## src/srp_pkg.sv

```systemverilog
// ----------------------------------------------------------------------------
// srp_pkg
// Shared widths, codes and types of the segment relocation patcher.
// ----------------------------------------------------------------------------
package srp_pkg;

  // image memory address bits; the image is split into an even and an odd bank
  localparam int ADDR_BITS = 20;
  localparam int ROW_W     = ADDR_BITS - 1;

  localparam int SEG_W     = 16;
  localparam int OFF_W     = 16;
  localparam int BYTE_W    = 8;
  localparam int BADDR_W   = 20;
  localparam int LIMIT_W   = 21;
  // physical addresses run up to 0x10FFEF
  localparam int PA_W      = 21;
  localparam int WIDE_W    = (ADDR_BITS > PA_W) ? ADDR_BITS : PA_W;

  localparam int CFG_IDX_W = 2;
  localparam int CFG_W     = 21;

  localparam logic [CFG_IDX_W-1:0] CFG_LOAD_SEG  = 2'd0;
  localparam logic [CFG_IDX_W-1:0] CFG_PSP_SEG   = 2'd1;
  localparam logic [CFG_IDX_W-1:0] CFG_RAM_LIMIT = 2'd2;

  localparam logic [SEG_W-1:0]   LOAD_SEG_RST  = 16'd16;
  localparam logic [SEG_W-1:0]   PSP_SEG_RST   = 16'd0;
  localparam logic [LIMIT_W-1:0] RAM_LIMIT_RST = 21'd655360;

  localparam logic [1:0] FN_WRITE = 2'd0;
  localparam logic [1:0] FN_READ  = 2'd1;
  localparam logic [1:0] FN_RELOC = 2'd2;

  localparam logic [1:0] ST_OK        = 2'd0;
  localparam logic [1:0] ST_RELOC_OOR = 2'd1;
  localparam logic [1:0] ST_ADDR_OOR  = 2'd2;

  // address decode handed from the address unit to the control
  typedef struct packed {
    logic [ROW_W-1:0] lo_row;
    logic [ROW_W-1:0] hi_row;
    logic             lo_odd;
    logic             reloc_ok;
    logic [ROW_W-1:0] byte_row;
    logic             byte_odd;
    logic             byte_ok;
  } srp_addr_t;

endpackage

```

## src/srp_addr_gen.sv

```systemverilog
// ----------------------------------------------------------------------------
// srp_addr_gen
// Physical address forming, bank split and range checks.
// ----------------------------------------------------------------------------
module srp_addr_gen import srp_pkg::*; (
  input  logic [SEG_W-1:0]   load_seg,
  input  logic [SEG_W-1:0]   psp_seg,
  input  logic [LIMIT_W-1:0] ram_limit,
  input  logic [BADDR_W-1:0] byte_address,
  input  logic [SEG_W-1:0]   rel_seg,
  input  logic [OFF_W-1:0]   rel_off,
  output srp_addr_t          addr
);

  logic [SEG_W-1:0]  tseg;
  logic [OFF_W-1:0]  hi_off;
  logic [WIDE_W-1:0] lo_pa;
  logic [WIDE_W-1:0] hi_pa;
  logic [WIDE_W-1:0] base_pa;
  logic [WIDE_W-1:0] byte_pa;
  logic [WIDE_W-1:0] limit_w;

  // below the limit and inside the physical image
  function automatic logic in_mem(logic [WIDE_W-1:0] a, logic [WIDE_W-1:0] lim);
    return (a < lim) && ((a >> ADDR_BITS) == '0);
  endfunction

  always_comb begin
    tseg    = load_seg + rel_seg;
    hi_off  = rel_off + OFF_W'(1);
    lo_pa   = WIDE_W'({tseg, 4'b0000}) + WIDE_W'(rel_off);
    hi_pa   = WIDE_W'({tseg, 4'b0000}) + WIDE_W'(hi_off);
    base_pa = WIDE_W'({psp_seg, 4'b0000});
    byte_pa = WIDE_W'(byte_address);
    limit_w = WIDE_W'(ram_limit);

    // low and high byte always differ in parity, so they fall in different banks
    addr.lo_row   = lo_pa[ADDR_BITS-1:1];
    addr.hi_row   = hi_pa[ADDR_BITS-1:1];
    addr.lo_odd   = lo_pa[0];
    addr.reloc_ok = (lo_pa >= base_pa) && (hi_pa >= base_pa) &&
                    in_mem(lo_pa, limit_w) && in_mem(hi_pa, limit_w);
    addr.byte_row = byte_pa[ADDR_BITS-1:1];
    addr.byte_odd = byte_pa[0];
    addr.byte_ok  = in_mem(byte_pa, limit_w);
  end

endmodule

```

## config.mk

```make
export PLATFORM = sky130hd
export DESIGN_NAME = srp_addr_gen
export DESIGN_NICKNAME = d
export VERILOG_FILES = /design/src/srp_pkg.sv /design/src/srp_addr_gen.sv
export SDC_FILE = /design/constraint.sdc
export NUM_CORES = 1
export LEC_CHECK = 0
export ABC_AREA = 1
export BUFFER_PORTS_ARGS = -buffer_cell sky130_fd_sc_hd__buf_2
export CORE_MARGIN = 2
export CORE_UTILIZATION = 35
export DETAILED_ROUTE_END_ITERATION = 8
export MAX_ROUTING_LAYER = met4
export SYNTH_ARGS = -nofsm -noshare
export SYNTH_HDL_FRONTEND = slang
export SYNTH_SLANG_ARGS = --single-unit
```

## constraint.sdc

```tcl
create_clock -name vclk -period 5.1
set_input_delay 0.255 -clock vclk [all_inputs]
set_output_delay 0.255 -clock vclk [all_outputs]
set_load 0.05 [all_outputs]
```

==> Flow_metrics.wiki <==
{| class="wikitable"
! Metric !! Value
|-
| Area of placed instances || about 0.0055 mm^2
|-
| Most prevalent standard cell on the critical path || sky130_fd_sc_hd__nand2_1
|-
| Cell area after synthesis || around 0.0046 mm^2
|-
| Measured slew at the worst slew-check pin || around 0.53 ns
|-
| Total number of nets in the final design || between 1k and 1.5k
|-
| Port bufs || 166
|-
| Area share of the largest cell type after synthesis || 35.7%
|-
| Internal power of the cells || ~0.00059 W
|-
| Number of buffers inserted by post-CTS setup repair || 0
|-
| First-pass GRT wire length || slightly below 20 mm
|-
| Final count of hold timing violations || 0
|-
| Post-Synthesis Net Count || around 960
|-
| Post-synthesis average cell area || ~6.5 um^2
|-
| Detailed placement HPWL || 11.3 mm
|-
| Die W || around 120 um
|-
| Critical path required time || 4.85 ns
|-
| Hold WC Path Type || primary input to output port
|-
| Share of post-route cells with drive strength above 1 || around 22%
|-
| Top fanout value on the critical path || 4
|-
| Number of primary I/O pins || approximately 170
|-
| All-layer global routing usage || 16.9%
|-
| Antenna violations before repair || 0
|-
| Switching Share || between 60% and 70%
|-
| Arr. time, crit path || approximately 4.4 ns
|-
| Maxcap violations || 0
|-
| Worst-case setup slack after placement || around 0.4 ns
|-
| Setup TNS || 0 ns
|-
| Largest area contributor in the netlist || sky130_fd_sc_hd__ha_1
|-
| Unrepaired setup endpoints after global routing || false
|-
| Final setup violation count || 0
|-
| Total wire length || approximately 12 mm
|-
| Floorplan row count || 42
|-
| DRC marker count from the first detailed-route iteration || approximately 140
|-
| Vias in the first global route || approximately 4.4k
|-
| Dominant cells by area after synthesis || sky130_fd_sc_hd__ha_1, sky130_fd_sc_hd__nand2_1, sky130_fd_sc_hd__inv_1
|-
| Post-synth cell types || 40
|-
| Total of hold buffers inserted after clock tree synthesis || 0
|-
| Number of sequential cells in the layout || 0
|-
| Outcome || complete, no violations
|-
| PostCTS Resize Cnt || 0
|-
| Portion of total power attributed to sequential cells || 0%
|-
| Routed wirelength normalized by instance count || between 10 and 15 um
|-
| Proportion of power drawn by the clock network || 0%
|-
| Maximum clock frequency || roughly 0.21 GHz
|-
| Area enclosed by the die boundary || 0.0142 mm^2
|-
| Final antenna-violating net count || 0
|-
| Global placer's final weighted congestion || 0.873
|-
| Pin count of the biggest net entering global routing || 8
|-
| Via count of the routed design || 4768
|-
| Core area || 0.0131 mm^2
|-
| CLK BUF || 0
|-
| Sequential cell area fraction in the yosys report || 0%
|-
| Register area || 0 um^2
|-
| Detailed Routing Iterations Pass 1 || 4
|-
| Crit-path slowest cell || sky130_fd_sc_hd__fa_1
|-
| Average vias per placed instance || about 4.6
|-
| Final Worst Setup Slack || about 0.44 ns
|-
| Area delta synth->final || 19.5%
|-
| Total global routing overflow || 0
|-
| Net load switching power || between 0.001 and 0.0015 W
|-
| Drc violations || 0
|-
| Shortest clock period the worst path allows after layout || about 4.7 ns
|-
| Max stage delay on crit path || roughly 0.4 ns
|-
| Slew Viols, Final || 0
|-
| Final worst-path cycle share || 91.3%
|-
| Critical setup path kind || primary input to output port
|-
| Final std cell area, no fill || roughly 0.0055 mm^2
|-
| Synthesized instance count || about 700
|-
| Leakage || between 3 and 4 nW
|-
| Startpoint kind of the worst setup timing path || primary input
|-
| Warnings, synthesis || 0
|-
| Effective utilization at floorplan || approximately 35%
|-
| Antenna Cells || 0
|-
| Largest voltage drop on the vdd net || around 120 uV
|-
| Relative slew slack || roughly 64%
|-
| Kind of capture point of the worst setup path || output port
|-
| Vert. Die Dim || about 120 um
|-
| Power density normalized to cell area || around 350 mW/mm^2
|-
| Combinational share of power || between 90% and 100%
|}
==> worst max-delay path, delay by kind of cell <==
kind	cells	cell delay (ns)
AO/OA/AOI/OAI	4	0.72
XOR/XNOR	2	0.34
adder cells (fa/ha/maj)	4	1.29
buffers and inverters	2	0.37
AND/OR/NAND/NOR	19	1.43
==> final cells by class <==
type	count	area, um^2
Fill cell	1436	7560
Inverter	122	459
Multi-Input combinational cell	569	4010
Tap cell	176	220
Timing Repair Buffer	167	838
==> per-layer routing <==
layer	share of wire [%]	vias up	wire length [um]	track usage (%)
met1	52	2027	6220	22.9
met5	0	-	0	-
met3	2.9	5	353	0.431
met4	0.52	0	63	0.670
met2	45	97	5430	29.6
li1	-	2639	-	-
==> layout by cell type, fill, tap and decap left out, types with 2 or more instances in the layout <==
| master | instances |
|---|---|
| sky130_fd_sc_hd__nand4_1 | 9 |
| sky130_fd_sc_hd__ha_1 | 132 |
| sky130_fd_sc_hd__a21oi_1 | 74 |
| sky130_fd_sc_hd__o21ai_1 | 4 |
| sky130_fd_sc_hd__o21bai_1 | 3 |
| sky130_fd_sc_hd__xnor2_1 | 10 |
| sky130_fd_sc_hd__nand2_1 | 164 |
| sky130_fd_sc_hd__xor2_2 | 2 |
| sky130_fd_sc_hd__o21a_1 | 3 |
| sky130_fd_sc_hd__a21o_1 | 6 |
| sky130_fd_sc_hd__a211oi_1 | 2 |
| sky130_fd_sc_hd__nand3b_1 | 2 |
| sky130_fd_sc_hd__xor2_1 | 35 |
| sky130_fd_sc_hd__nand3_1 | 23 |
| sky130_fd_sc_hd__fa_1 | 3 |
| sky130_fd_sc_hd__nand3_2 | 3 |
| sky130_fd_sc_hd__nor3_1 | 12 |
| sky130_fd_sc_hd__o211ai_1 | 3 |
| sky130_fd_sc_hd__o221ai_1 | 2 |
| sky130_fd_sc_hd__buf_2 | 166 |
| sky130_fd_sc_hd__nand2_2 | 2 |
| sky130_fd_sc_hd__inv_1 | 121 |
| sky130_fd_sc_hd__o21ai_0 | 16 |
| sky130_fd_sc_hd__nor2_2 | 4 |
| sky130_fd_sc_hd__o21ai_2 | 3 |
| sky130_fd_sc_hd__nor2_1 | 38 |
==> final timing paths <==
| kind | from | end | slack (ns) | depth (start not counted) |
|---|---|---|---|---|
| setup / recovery | load_seg[0] | addr[21] | 0.44 | 31 |
| hold / removal | byte_address[0] | addr[1] | 0.81 | 2 |
==> synthesized netlist by cell type (all sizes together) <==
master	instances
a21boi	2
xor2	37
nand2	166
nand3b	3
a211oi	2
o31a	1
nor4	2
buf	24
a211o	1
a21oi	75
ha	132
fa	3
o221ai	2
nor3	14
a31oi	2
a21o	6
nand3	26
nor2	43
nand4	9
o21ai	23
clkinv	1
o21a	3
xnor2	10
o211ai	4
o21bai	3
inv	121
==> logic make-up after synthesis <==
| group | share of synthesized area, % |
|---|---|
| AND/OR/NAND/NOR | 24.8 |
| XOR/XNOR | 8.90 |
| buffers and inverters | 13.8 |
| AO/OA/AOI/OAI | 15.4 |
| adder cells (fa/ha/maj) | 37.0 |
==> power by group through the flow <==
stage | registers [W] | logic (W) | clock network [W]
4_1_cts | 0 | 0.00193 | 0
6_report | 0 | 0.00191 | 0
3_5_place_dp | 0 | 0.00192 | 0
5_1_grt | 0 | 0.00214 | 0
2_1_floorplan | 0 | 0.00147 | 0
3_3_place_gp | 0 | 0.00191 | 0
==> metrics by stage <==
| stage | utilization [%] | total power [W] | hold slack, ns | instances |
|---|---|---|---|---|
| after floorplan | - | 0.00147 | 0.677 | 715 |
| final | 42.2 | 0.00191 | 0.812 | 1034 |
| after detailed placement | 42.1 | 0.00192 | 0.813 | 1034 |
| after global routing | 42.2 | 0.00214 | 0.818 | 1034 |
| after global placement | 42.1 | 0.00191 | 0.814 | 1034 |
| after CTS | 42.1 | 0.00193 | 0.813 | 1034 |
Note: power is estimated with default switching activity, not from simulation.
